`src/hw/rtl/tpc_pkg.sv`:
```
// shared constants and types for the touch calibration and mapping block
`timescale 1ns / 1ps

package tpc_pkg;

  localparam int RAW_BITS  = 12;
  localparam int FRAC_BITS = 16;
  localparam int SIZE_BITS = 11;
  localparam int SCALE_W   = SIZE_BITS + FRAC_BITS;
  localparam int PROD_W    = RAW_BITS + SCALE_W;
  localparam int CNT_W     = $clog2(SCALE_W);

  localparam logic [1:0] OP_RESTART = 2'd0;
  localparam logic [1:0] OP_CAL     = 2'd1;
  localparam logic [1:0] OP_CONVERT = 2'd2;

  localparam logic [1:0] CFG_WIDTH  = 2'd0;
  localparam logic [1:0] CFG_HEIGHT = 2'd1;
  localparam logic [1:0] CFG_SETTLE = 2'd2;
  localparam logic [1:0] CFG_MARGIN = 2'd3;

  // calibration phases
  localparam logic [1:0] PH_FIRST  = 2'd0;
  localparam logic [1:0] PH_SECOND = 2'd1;
  localparam logic [1:0] PH_DONE   = 2'd2;

  localparam logic [SIZE_BITS-1:0] WIDTH_RST  = SIZE_BITS'(320);
  localparam logic [SIZE_BITS-1:0] HEIGHT_RST = SIZE_BITS'(240);
  localparam logic [15:0]          SETTLE_RST = 16'd1000;
  localparam logic [7:0]           MARGIN_RST = 8'd10;

  // request to the shared divide / multiply unit
  typedef struct packed {
    logic                mul;
    logic [SCALE_W-1:0]  opa;
    logic [RAW_BITS-1:0] opb;
  } unit_req_t;

  typedef struct packed {
    logic busy;
    logic done;
  } unit_stat_t;

endpackage

```
`src/hw/rtl/tpc_iter_unit.sv`:
```
// shared bit-serial unit: restoring divide or shift-add multiply, one bit per cycle
`timescale 1ns / 1ps

module tpc_iter_unit (
  input  logic                         clk_i,
  input  logic                         rst_ni,
  input  logic                         start_i,
  input  tpc_pkg::unit_req_t           req_i,
  output tpc_pkg::unit_stat_t          stat_o,
  output logic [tpc_pkg::PROD_W-1:0]   result_o
);

  logic                          busy_q;
  logic                          done_q;
  logic [tpc_pkg::CNT_W-1:0]     cnt_q;
  logic                          mul_q;
  logic [tpc_pkg::RAW_BITS-1:0]  rem_q;
  logic [tpc_pkg::SCALE_W-1:0]   sh_q;
  logic [tpc_pkg::PROD_W-1:0]    acc_q;
  logic [tpc_pkg::RAW_BITS-1:0]  mb_q;
  logic [tpc_pkg::SCALE_W-1:0]   mc_q;

  logic [tpc_pkg::RAW_BITS:0]    trial;
  logic [tpc_pkg::RAW_BITS:0]    dvs;
  logic [tpc_pkg::RAW_BITS:0]    diff;
  logic                          ge;
  logic [tpc_pkg::PROD_W-1:0]    addend;
  logic [tpc_pkg::PROD_W-1:0]    acc_nx;

  always_comb begin
    // divide step: bring down the next dividend bit, subtract when it fits
    trial  = {rem_q, sh_q[tpc_pkg::SCALE_W-1]};
    dvs    = {1'b0, mc_q[tpc_pkg::RAW_BITS-1:0]};
    ge     = (trial >= dvs);
    diff   = trial - dvs;
    // multiply step: multiplier bits msb first
    addend = mb_q[tpc_pkg::RAW_BITS-1] ?
             {{tpc_pkg::RAW_BITS{1'b0}}, mc_q} : '0;
    acc_nx = {acc_q[tpc_pkg::PROD_W-2:0], 1'b0} + addend;
  end

  always_ff @(posedge clk_i or negedge rst_ni) begin
    if (!rst_ni) begin
      busy_q <= 1'b0;
      done_q <= 1'b0;
      cnt_q  <= '0;
    end else begin
      done_q <= 1'b0;
      if (start_i) begin
        busy_q <= 1'b1;
        cnt_q  <= req_i.mul ? tpc_pkg::CNT_W'(tpc_pkg::RAW_BITS - 1)
                            : tpc_pkg::CNT_W'(tpc_pkg::SCALE_W - 1);
      end else if (busy_q) begin
        cnt_q <= cnt_q - 1'b1;
        if (cnt_q == '0) begin
          busy_q <= 1'b0;
          done_q <= 1'b1;
        end
      end
    end
  end

  // a zero divisor always fits, so the quotient comes out all ones
  always_ff @(posedge clk_i) begin
    if (start_i) begin
      mul_q <= req_i.mul;
      mc_q  <= req_i.mul ? req_i.opa : {{tpc_pkg::SIZE_BITS{1'b0}}, req_i.opb};
      sh_q  <= req_i.opa;
      mb_q  <= req_i.opb;
      rem_q <= '0;
      acc_q <= '0;
    end else if (busy_q) begin
      if (mul_q) begin
        acc_q <= acc_nx;
        mb_q  <= {mb_q[tpc_pkg::RAW_BITS-2:0], 1'b0};
      end else begin
        rem_q <= ge ? diff[tpc_pkg::RAW_BITS-1:0] : trial[tpc_pkg::RAW_BITS-1:0];
        sh_q  <= {sh_q[tpc_pkg::SCALE_W-2:0], ge};
      end
    end
  end

  assign stat_o.busy = busy_q;
  assign stat_o.done = done_q;
  assign result_o    = mul_q ? acc_q : {{tpc_pkg::RAW_BITS{1'b0}}, sh_q};

endmodule

```
`src/hw/rtl/touch_two_point_calibrate_map_top.sv`:
```
// two-point touch calibration and raw-to-screen mapping, top level
// restart, target-only and status transactions go straight to S_FIN and the output register;
// convert first runs two 12-step multiplies and the finishing calibration sample two 27-step
// divides, all through the shared bit-serial unit
// flow: one transaction at a time; input stalls until its result enters the output register
// reset: async active low, restores register defaults, phase 0, unit scales and zero offsets
`timescale 1ns / 1ps

module touch_two_point_calibrate_map_top (
  input  logic                          clk_i,
  input  logic                          rst_ni,
  input  logic                          cfg_valid_i,
  output logic                          cfg_ready_o,
  input  logic [1:0]                    cfg_index_i,
  input  logic [15:0]                   cfg_data_i,
  input  logic                          in_valid_i,
  output logic                          in_stall_o,
  input  logic [1:0]                    op_i,
  input  logic                          touched_i,
  input  logic [tpc_pkg::RAW_BITS-1:0]  raw_x_i,
  input  logic [tpc_pkg::RAW_BITS-1:0]  raw_y_i,
  input  logic [31:0]                   now_ms_i,
  output logic                          out_valid_o,
  input  logic                          out_stall_i,
  output logic                          target_valid_o,
  output logic [10:0]                   target_x_o,
  output logic [10:0]                   target_y_o,
  output logic                          cal_done_o,
  output logic                          point_valid_o,
  output logic signed [15:0]            screen_x_o,
  output logic signed [15:0]            screen_y_o
);

  localparam int RB  = tpc_pkg::RAW_BITS;
  localparam int FB  = tpc_pkg::FRAC_BITS;
  localparam int SW  = tpc_pkg::SCALE_W;
  localparam int PW  = tpc_pkg::PROD_W;
  localparam int YW  = PW + 2;
  localparam int TW  = YW - FB;

  localparam logic [3:0] S_IDLE = 4'd0;
  localparam logic [3:0] S_DXGO = 4'd1;
  localparam logic [3:0] S_DXW  = 4'd2;
  localparam logic [3:0] S_DYGO = 4'd3;
  localparam logic [3:0] S_DYW  = 4'd4;
  localparam logic [3:0] S_MXGO = 4'd5;
  localparam logic [3:0] S_MXW  = 4'd6;
  localparam logic [3:0] S_MYGO = 4'd7;
  localparam logic [3:0] S_MYW  = 4'd8;
  localparam logic [3:0] S_YADD = 4'd9;
  localparam logic [3:0] S_YSAT = 4'd10;
  localparam logic [3:0] S_FIN  = 4'd11;

  // configuration
  logic [10:0]   width_q, height_q;
  logic [15:0]   settle_q;
  logic [7:0]    margin_q;

  // calibration state
  logic [1:0]    phase_q;
  logic [RB-1:0] first_x_q, first_y_q;
  logic [31:0]   phase_time_q;
  logic [SW-1:0] scale_x_q, scale_y_q;
  logic [RB-1:0] off_x_q, off_y_q;

  // sequencer and work registers
  logic [3:0]    state_q, state_d;
  logic [RB-1:0] dabs_x_q, dabs_y_q;
  logic [RB-1:0] mag_x_q, mag_y_q;
  logic          neg_x_q, neg_y_q;
  logic [PW-1:0] prod_q;
  logic [YW-1:0] py_q;

  // pending result
  logic          res_tv_q, res_pv_q;
  logic [10:0]   res_tx_q, res_ty_q;
  logic [15:0]   res_sx_q, res_sy_q;

  // output register
  logic          out_valid_q;

  logic                 in_acc;
  logic                 out_free;
  logic [RB:0]          dif_x, dif_y, cvt_x, cvt_y;
  logic [RB-1:0]        abs_x, abs_y, cmag_x, cmag_y;
  logic [31:0]          elapsed;
  logic                 late;
  logic [10:0]          tx_far, ty_far;
  logic                 unit_start;
  tpc_pkg::unit_req_t   unit_req;
  tpc_pkg::unit_stat_t  unit_stat;
  logic [PW-1:0]        unit_res;
  logic [PW-FB-1:0]     hi_x;
  logic [15:0]          neg_hi_x;
  logic [15:0]          sat_x;
  logic [YW-1:0]        h_ext, p_ext, py_d, y_adj;
  logic [TW-1:0]        t_y;
  logic [15:0]          sat_y;

  assign cfg_ready_o = 1'b1;
  assign in_stall_o  = (state_q != S_IDLE);
  assign in_acc      = in_valid_i && !in_stall_o;
  assign out_free    = !out_valid_q || !out_stall_i;

  always_comb begin
    dif_x   = {1'b0, first_x_q} - {1'b0, raw_x_i};
    dif_y   = {1'b0, first_y_q} - {1'b0, raw_y_i};
    abs_x   = dif_x[RB] ? RB'(-dif_x) : dif_x[RB-1:0];
    abs_y   = dif_y[RB] ? RB'(-dif_y) : dif_y[RB-1:0];
    cvt_x   = {1'b0, raw_y_i} - {1'b0, off_x_q};
    cvt_y   = {1'b0, raw_x_i} - {1'b0, off_y_q};
    cmag_x  = cvt_x[RB] ? RB'(-cvt_x) : cvt_x[RB-1:0];
    cmag_y  = cvt_y[RB] ? RB'(-cvt_y) : cvt_y[RB-1:0];
    elapsed = now_ms_i - phase_time_q;
    late    = elapsed > {16'd0, settle_q};
    // far corner target, clamped at zero
    tx_far  = (width_q > {3'd0, margin_q}) ? width_q - {3'd0, margin_q} : 11'd0;
    ty_far  = (height_q > {3'd0, margin_q}) ? height_q - {3'd0, margin_q} : 11'd0;
  end

  always_comb begin
    unit_start   = 1'b0;
    unit_req.mul = 1'b0;
    unit_req.opa = {width_q, {FB{1'b0}}};
    unit_req.opb = dabs_y_q;
    case (state_q)
      S_DXGO: begin
        unit_start = 1'b1;
      end
      S_DYGO: begin
        unit_start   = 1'b1;
        unit_req.opa = {height_q, {FB{1'b0}}};
        unit_req.opb = dabs_x_q;
      end
      S_MXGO: begin
        unit_start   = 1'b1;
        unit_req.mul = 1'b1;
        unit_req.opa = scale_x_q;
        unit_req.opb = mag_x_q;
      end
      S_MYGO: begin
        unit_start   = 1'b1;
        unit_req.mul = 1'b1;
        unit_req.opa = scale_y_q;
        unit_req.opb = mag_y_q;
      end
      default: begin
        unit_start = 1'b0;
      end
    endcase
  end

  tpc_iter_unit u_unit (
    .clk_i    (clk_i),
    .rst_ni   (rst_ni),
    .start_i  (unit_start),
    .req_i    (unit_req),
    .stat_o   (unit_stat),
    .result_o (unit_res)
  );

  // screen x: truncate the magnitude, then restore the sign and saturate
  always_comb begin
    hi_x     = unit_res[PW-1:FB];
    neg_hi_x = ~hi_x[15:0] + 16'd1;
    if (!neg_x_q) begin
      sat_x = (hi_x > (PW-FB)'(32767)) ? 16'h7FFF : hi_x[15:0];
    end else begin
      sat_x = (hi_x > (PW-FB)'(32768)) ? 16'h8000 : neg_hi_x;
    end
  end

  // screen y: height minus signed product, truncated toward zero, then saturated
  always_comb begin
    h_ext = YW'({height_q, {FB{1'b0}}});
    p_ext = YW'(prod_q);
    py_d  = neg_y_q ? h_ext + p_ext : h_ext - p_ext;
    y_adj = py_q + (py_q[YW-1] ? YW'({FB{1'b1}}) : YW'(0));
    t_y   = y_adj[YW-1:FB];
    if (!t_y[TW-1] && (t_y[TW-2:15] != '0)) begin
      sat_y = 16'h7FFF;
    end else if (t_y[TW-1] && (t_y[TW-2:15] != '1)) begin
      sat_y = 16'h8000;
    end else begin
      sat_y = t_y[15:0];
    end
  end

  always_comb begin
    state_d = state_q;
    case (state_q)
      S_IDLE: begin
        if (in_acc) begin
          if ((op_i == tpc_pkg::OP_CAL) && (phase_q == tpc_pkg::PH_SECOND) && touched_i &&
              late) begin
            state_d = S_DXGO;
          end else if (op_i == tpc_pkg::OP_CONVERT) begin
            state_d = S_MXGO;
          end else begin
            state_d = S_FIN;
          end
        end
      end
      S_DXGO: state_d = S_DXW;
      S_DXW:  if (unit_stat.done) state_d = S_DYGO;
      S_DYGO: state_d = S_DYW;
      S_DYW:  if (unit_stat.done) state_d = S_FIN;
      S_MXGO: state_d = S_MXW;
      S_MXW:  if (unit_stat.done) state_d = S_MYGO;
      S_MYGO: state_d = S_MYW;
      S_MYW:  if (unit_stat.done) state_d = S_YADD;
      S_YADD: state_d = S_YSAT;
      S_YSAT: state_d = S_FIN;
      S_FIN:  if (out_free) state_d = S_IDLE;
      default: state_d = S_IDLE;
    endcase
  end

  always_ff @(posedge clk_i or negedge rst_ni) begin
    if (!rst_ni) begin
      state_q      <= S_IDLE;
      out_valid_q  <= 1'b0;
      width_q      <= tpc_pkg::WIDTH_RST;
      height_q     <= tpc_pkg::HEIGHT_RST;
      settle_q     <= tpc_pkg::SETTLE_RST;
      margin_q     <= tpc_pkg::MARGIN_RST;
      phase_q      <= tpc_pkg::PH_FIRST;
      first_x_q    <= '0;
      first_y_q    <= '0;
      phase_time_q <= '0;
      scale_x_q    <= SW'(1) << FB;
      scale_y_q    <= SW'(1) << FB;
      off_x_q      <= '0;
      off_y_q      <= '0;
    end else begin
      state_q <= state_d;
      if (cfg_valid_i && cfg_ready_o) begin
        case (cfg_index_i)
          tpc_pkg::CFG_WIDTH:  width_q  <= cfg_data_i[10:0];
          tpc_pkg::CFG_HEIGHT: height_q <= cfg_data_i[10:0];
          tpc_pkg::CFG_SETTLE: settle_q <= cfg_data_i;
          tpc_pkg::CFG_MARGIN: margin_q <= cfg_data_i[7:0];
          default: ;
        endcase
      end
      if (in_acc) begin
        if (op_i == tpc_pkg::OP_RESTART) begin
          phase_q <= tpc_pkg::PH_FIRST;
        end else if ((op_i == tpc_pkg::OP_CAL) && touched_i) begin
          if (phase_q == tpc_pkg::PH_FIRST) begin
            first_x_q    <= raw_x_i;
            first_y_q    <= raw_y_i;
            phase_time_q <= now_ms_i;
            phase_q      <= tpc_pkg::PH_SECOND;
          end else if ((phase_q == tpc_pkg::PH_SECOND) && late) begin
            off_x_q      <= (first_y_q < raw_y_i) ? first_y_q : raw_y_i;
            off_y_q      <= (first_x_q < raw_x_i) ? first_x_q : raw_x_i;
            phase_time_q <= now_ms_i;
            phase_q      <= tpc_pkg::PH_DONE;
          end
        end
      end
      if ((state_q == S_DXW) && unit_stat.done) scale_x_q <= unit_res[SW-1:0];
      if ((state_q == S_DYW) && unit_stat.done) scale_y_q <= unit_res[SW-1:0];
      if ((state_q == S_FIN) && out_free) begin
        out_valid_q <= 1'b1;
      end else if (!out_stall_i) begin
        out_valid_q <= 1'b0;
      end
    end
  end

  always_ff @(posedge clk_i) begin
    if (in_acc) begin
      res_tv_q <= 1'b0;
      res_tx_q <= '0;
      res_ty_q <= '0;
      res_pv_q <= 1'b0;
      res_sx_q <= '0;
      res_sy_q <= '0;
      dabs_x_q <= abs_x;
      dabs_y_q <= abs_y;
      mag_x_q  <= cmag_x;
      mag_y_q  <= cmag_y;
      neg_x_q  <= cvt_x[RB];
      neg_y_q  <= cvt_y[RB];
      if (op_i == tpc_pkg::OP_CAL) begin
        if (phase_q == tpc_pkg::PH_FIRST) begin
          res_tv_q <= 1'b1;
          res_tx_q <= {3'd0, margin_q};
          res_ty_q <= {3'd0, margin_q};
        end else if (phase_q == tpc_pkg::PH_SECOND) begin
          res_tv_q <= 1'b1;
          res_tx_q <= tx_far;
          res_ty_q <= ty_far;
        end
      end else if (op_i == tpc_pkg::OP_CONVERT) begin
        res_pv_q <= 1'b1;
      end
    end
    if ((state_q == S_MXW) && unit_stat.done) res_sx_q <= sat_x;
    if ((state_q == S_MYW) && unit_stat.done) prod_q <= unit_res;
    if (state_q == S_YADD) py_q <= py_d;
    if (state_q == S_YSAT) res_sy_q <= sat_y;
    if ((state_q == S_FIN) && out_free) begin
      target_valid_o <= res_tv_q;
      target_x_o     <= res_tx_q;
      target_y_o     <= res_ty_q;
      cal_done_o     <= phase_q[1];
      point_valid_o  <= res_pv_q;
      screen_x_o     <= res_sx_q;
      screen_y_o     <= res_sy_q;
    end
  end

  assign out_valid_o = out_valid_q;

  // the shared unit is only launched when idle
  a_unit_start_idle: assert property (@(posedge clk_i) disable iff (!rst_ni)
    unit_start |-> !unit_stat.busy)
    else $error("shared unit started while busy");

  // a finished transaction lands in the output register and the sequencer frees up
  a_fin_handoff: assert property (@(posedge clk_i) disable iff (!rst_ni)
    (state_q == S_FIN) && out_free |=> out_valid_o && (state_q == S_IDLE))
    else $error("result not handed to output register");

  // a result never carries both a target and a converted point
  a_excl_result: assert property (@(posedge clk_i) disable iff (!rst_ni)
    out_valid_o |-> !(target_valid_o && point_valid_o))
    else $error("target and point reported together");

  // the calibration phase never reaches the unused code
  a_phase_range: assert property (@(posedge clk_i) disable iff (!rst_ni)
    in_acc |=> phase_q != 2'd3)
    else $error("calibration phase out of range");

endmodule
```
`config.mk`:
```
export PLATFORM = sky130hd
export DESIGN_NAME = touch_two_point_calibrate_map_top
export DESIGN_NICKNAME = d
export VERILOG_FILES = /design/src/hw/rtl/tpc_pkg.sv /design/src/hw/rtl/tpc_iter_unit.sv /design/src/hw/rtl/touch_two_point_calibrate_map_top.sv
export SDC_FILE = /design/constraint.sdc
export NUM_CORES = 1
export LEC_CHECK = 0
export BUFFER_PORTS_ARGS = -buffer_cell sky130_fd_sc_hd__buf_2
export CORE_ASPECT_RATIO = 1.75
export CORE_MARGIN = 2
export CORE_UTILIZATION = 55
export CTS_BUF_LIST = sky130_fd_sc_hd__clkbuf_16
export DETAILED_ROUTE_END_ITERATION = 6
export PLACE_DENSITY = 0.72
export SYNTH_ARGS = -nofsm -noshare
export SYNTH_HDL_FRONTEND = slang
export SYNTH_HIERARCHICAL = 1
export SYNTH_SLANG_ARGS = --single-unit
```
`constraint.sdc`:
```
create_clock -name clk_i -period 12.09 [get_ports clk_i]
set_clock_uncertainty 0.15 [all_clocks]
set_input_delay 2.418 -clock clk_i [delete_from_list [all_inputs] [get_ports clk_i]]
set_output_delay 2.418 -clock clk_i [all_outputs]
set_load 0.1 [all_outputs]
```
Yosys cells after proc, flatten, opt, wreduce, memory -nomap -nowiden
Index checks and enable logic that the tools add are counted.

Register bits: 555. Output and inout bits: 60.

Reductions and logical operators: 49. Eq/ne operators: 26. Multiplexer cells: 64. Bitwise operators: 8. Magnitude comparators: 8. Add/sub/neg operators: 18.

Operators by type and width (number): $mux W16 (9); $mux W12 (11); $pmux W39 S3 (1); $mux W27 (4); $mux W32 (2); $sub A12 B12 Y13 (4); $mux W8 (6); $neg A12 Y12 (4); $pmux W4 S12 (1); $add A41 B16 Y41 (1); $mux W41 (1); $add A27 B39 Y40 (1); $sub A27 B39 Y40 (1); $add A39 B39 Y39 (1); $mux W39 (1); $gt A32 B16 Y1 (1); $mux W4 (8); $sub A32 B32 Y32 (1); $lt A12 B12 Y1 (2); $gt A23 B15 Y1 const B (1); $gt A23 B16 Y1 const B (1); $gt A11 B8 Y1 (2); $sub A11 B8 Y11 (2); $add A16 B1 Y16 const B (1); other kinds (34) (106).

Logic depth before layout (Yosys ltp)
Word-level depth: 7. Depth in mapped cells: 21. Depth with buffers taken out: 20.

Cells and area by module
The synthesis kept the hierarchy.

By module, submodules not included: touch_two_point_calibrate_map_top (area each 25419.4 sq um, times used 1, sequential area each 11996.5 sq um, cells an instance 2374); tpc_iter_unit (area each 7559.8 sq um, times used 1, sequential area each 3208.1 sq um, cells an instance 741).

Least setup slack after synthesis
No wires, ideal clock.

Path type: input to register. Start: in out_stall_i. End: reg cal_done_o, enable pin. Setup time: 554 ps. Stages: 2. Path slack: 4653 ps. Arrival time: 6733 ps. Buffers on the path: 0. Cells stage by stage: nand2_1 nor3b_1.

Cells in the longest elaborated chain, start to end: 3.

Ends and longest elaborated chain: start: declaration (RTL line touch_two_point_calibrate_map_top.sv:24) `input logic out_stall_i,`; $logic_not A1 Y1; $logic_or A1 B1 Y1 (RTL line touch_two_point_calibrate_map_top.sv:103) `assign out_free = !out_valid_q || !out_stall_i;`; $logic_and A1 B1 Y1 (RTL line touch_two_point_calibrate_map_top.sv:305) `if ((state_q == S_FIN) && out_free) begin`; end signal: assignment (RTL line touch_two_point_calibrate_map_top.sv:309) `cal_done_o <= phase_q[1];`; end: declaration (RTL line touch_two_point_calibrate_map_top.sv:28) `output logic cal_done_o,`.

No other way between the ends. A chain may end at the register's enable or synchronous reset.

Final worst setup path
Start: in now_ms_i[4]. End: reg phase_time_q[11].

Cells in the longest elaborated chain, start to end: 5.

Ends and longest elaborated chain: start: declaration (RTL line touch_two_point_calibrate_map_top.sv:22) `input logic [31:0] now_ms_i,`; $sub A32 B32 Y32 (RTL line touch_two_point_calibrate_map_top.sv:114) `elapsed = now_ms_i - phase_time_q;`; $gt A32 B16 Y1 (RTL line touch_two_point_calibrate_map_top.sv:115) `late = elapsed > {16'd0, settle_q};`; $logic_and A1 B1 Y1 (RTL line touch_two_point_calibrate_map_top.sv:255) `end else if ((phase_q == tpc_pkg::PH_SECOND) && late) begin`; $reduce_bool A2 Y1 (no line); $reduce_and A4 Y1 (no line); end signal: assignment (RTL line touch_two_point_calibrate_map_top.sv:253) `phase_time_q <= now_ms_i;`; end signal: assignment (RTL line touch_two_point_calibrate_map_top.sv:258) `phase_time_q <= now_ms_i;`; end: declaration (RTL line touch_two_point_calibrate_map_top.sv:62) `logic [31:0] phase_time_q;`.

No other way between the ends.

==> flow_summary_export.csv <==
group,metric,value,unit
global_route,grt-ovfl-total,0,
yosys,syn_area,33000,µm²
yosys,syn-num-nets,3401,
pwr,power.total,8050,µW
worst_setup_path,endpoint_kind,"register",
sta,max-slew-margin-rel,0.0853,
sta,finalWorstPathRequiredPeriod,7420,ps
placement,routabilityCongestion,0.932,
pwr,ir_drop,0.000179,V
pwr,power.density,222,nW/µm²
worst_setup_path,path_max_fanout,32,
sta,final_hold_viol_count,0,
worst_setup_path,crit_type,"in -> reg",
cts,clkTransAtPathRegs,70,ps
route,vias,24400,
sta,tightestPinTransition,1360,ps
sta,post-route-period-util,0.613,
route,drc_errors,0,
worst_hold_path,hold_start,"res_tx_q[1]$_SDFFCE_PP0P_",
sta,setup_tns,0,ps
cts,cts_htree_levels,2,
cts,postCtsSetupRepairBufs,0,
worst_hold_path,min_path_type,"reg -> reg",
cts,cts_tree,"done",
cts,cts_hold_buf,0,
route,first_pass_iters,5,
sta,setup_violations,0,
worst_setup_path,cp.arrival,7760,ps
floorplanning,die_y,328,µm
layout,synthToLayoutAreaGrowth,9.90,%
worst_setup_path,critPathLaunch,"now_ms_i[4]",
layout,nets,3517,
sta,rsz0062_at_grt,"no",
route,drtIter0Drc,1418,
floorplanning,core_area,59200,µm²
run_status,outcome,"finished, final reports clean",
run,max_cap_viol_count,0,
yosys,yosysWarningCount,6,
yosys,syn_inst,3114,
worst_setup_path,r2r_start,"phase_time_q[3]$_DFFE_PN0P_",
worst_setup_path,required,12430,ps
route,wirelength,84.7,mm
sta,drv_slew,0,
floorplanning,rows,118,
cts,cts_resized,0,
cts,cts.sinks,555,
route,vias_per_cell,6.01,
placement,port_buffers,140,
layout,n_antenna_cell,0,
global_route,grt_pass1_vias,25600,
global_route,grt_pass1_wl,133,mm
global_route,antenna_found_initial,0,
placement,postPlaceCellArea,34400,µm²
floorplanning,ios,142,
global_route,grt_max_degree,76,
layout,fill_cells,4849,
route,detail_route.wl_per_cell,20.9,µm
floorplanning,dieArea,62000,µm²
cts,clockBufferDepth,3,
floorplanning,initial_core_util,0.557,
sta,max_clock_freq,135,MHz
cts,cts_buffers,51,
layout,drive_above_1_share,0.167,
worst_setup_path,cp-start-kind,"input pin",
layout,fin_area,36200,µm²
cts,ctsRootBufferMaster,"clkbuf_16",
cts,worstSkewPairLatency,620,ps
route,drtAntennaViolNets,0,
placement,dpl.hpwl,64.9,mm
yosys,syn_area_per_cell,10.6,µm²
global_route,grt_usage,0.273,
floorplanning,fp.dieW,189,µm
pwr,power_leakage,0.0151,µW
==> placed cells by master, fill, tap and decap left out, drive strengths merged, types with 49 or more instances in the layout <==
cell and instances:
a21o 54, a21oi 183, a22oi 49, and2 64
buf 171, clkbuf 54, dfrtp 178, dfxtp 51
edfxtp 310, ha 195, inv 233, mux2 212
mux2i 60, nand2 241, nor2 167, nor3 59
o21ai 176, xnor2 128, xor2 71
==> worst max-delay path: stages <==
cell and delay, ps:
buf_2 110, ha_1 390, o211ai_1 120, a21oi_1 400, o21ai_0 230, a21oi_1 340
nor2_1 90, xnor2_1 140, ha_1 310, and3_1 200, a221oi_1 340, o221ai_1 160
o31ai_1 530, o31ai_1 170, or4_1 520, nor4_2 200, and4_4 290, a2111oi_4 70
buf_4 330, mux2_4 370
==> flip-flops by register name (all words and copies together), names as in the netlist, 16 cells and up <==
name	cells
screen_y_o	16
screen_x_o	16
res_sy_q	16
phase_time_q	32
py_q	41
prod_q	39
scale_x_q	27
u_unit/sh_q	27
u_unit/acc_q	39
scale_y_q	27
u_unit/mc_q	27
res_sx_q	16
settle_q	16
==> metal layers <==
| layer | vias up | part of all wire | track usage |
|---|---|---|---|
| li1 | 11500 | - | - |
| met1 | 11900 | 0.37 | 0.287 |
| met2 | 651 | 0.54 | 0.528 |
| met3 | 235 | 0.035 | 0.0278 |
| met4 | 0 | 0.055 | 0.146 |
| met5 | - | 0 | 0 |
==> cell type report <==
class                           count  area [µm²]  share of cell area
Sequential cell                   555       15200               0.420
Clock buffer                       53        1330              0.0366
Inverter                          231         867              0.0239
Clock inverter                     42         478              0.0132
Multi-Input combinational cell   2219       16400               0.454
Timing Repair Buffer              172         950              0.0262
Tap cell                          780         976              0.0269
==> power by group <==
| part | internal, µW | switching, µW | total, µW | leakage, µW |
|---|---|---|---|---|
| Combinational | 1340 | 2130 | 3470 | 0.00845 |
| Clock | 1010 | 742 | 1750 | 0.000887 |
| Sequential | 2560 | 269 | 2830 | 0.00574 |
==> per-stage QoR <==
stage | util | cells | setup slack, ps | hold WS [ps]
2_1_floorplan | - | 3114 | 4650 | 250
3_3_place_gp | 0.582 | 3957 | 4230 | 254
3_5_place_dp | 0.582 | 3957 | 4200 | 255
4_1_cts | 0.612 | 4052 | 4820 | 264
5_1_grt | 0.612 | 4052 | 4460 | 277
6_report | 0.612 | 4052 | 4670 | 271
==> worst paths after layout <==
check / end / slack [ps] / cells past startpoint
min reg2reg: target_x_o[1]$_DFFE_PP_ / 270 / 0
max reg2reg: phase_time_q[11]$_DFFE_PN0P_ / 6210 / 20
max in group asynchronous: off_y_q[2]$_DFFE_PN0P_ / 8010 / 3
min in group asynchronous: off_x_q[4]$_DFFE_PN0P_ / 1670 / 1
min: target_x_o[1]$_DFFE_PP_ / 270 / 0
max: phase_time_q[11]$_DFFE_PN0P_ / 4670 / 20
No activity file was read; power rests on OpenSTA's default activity.
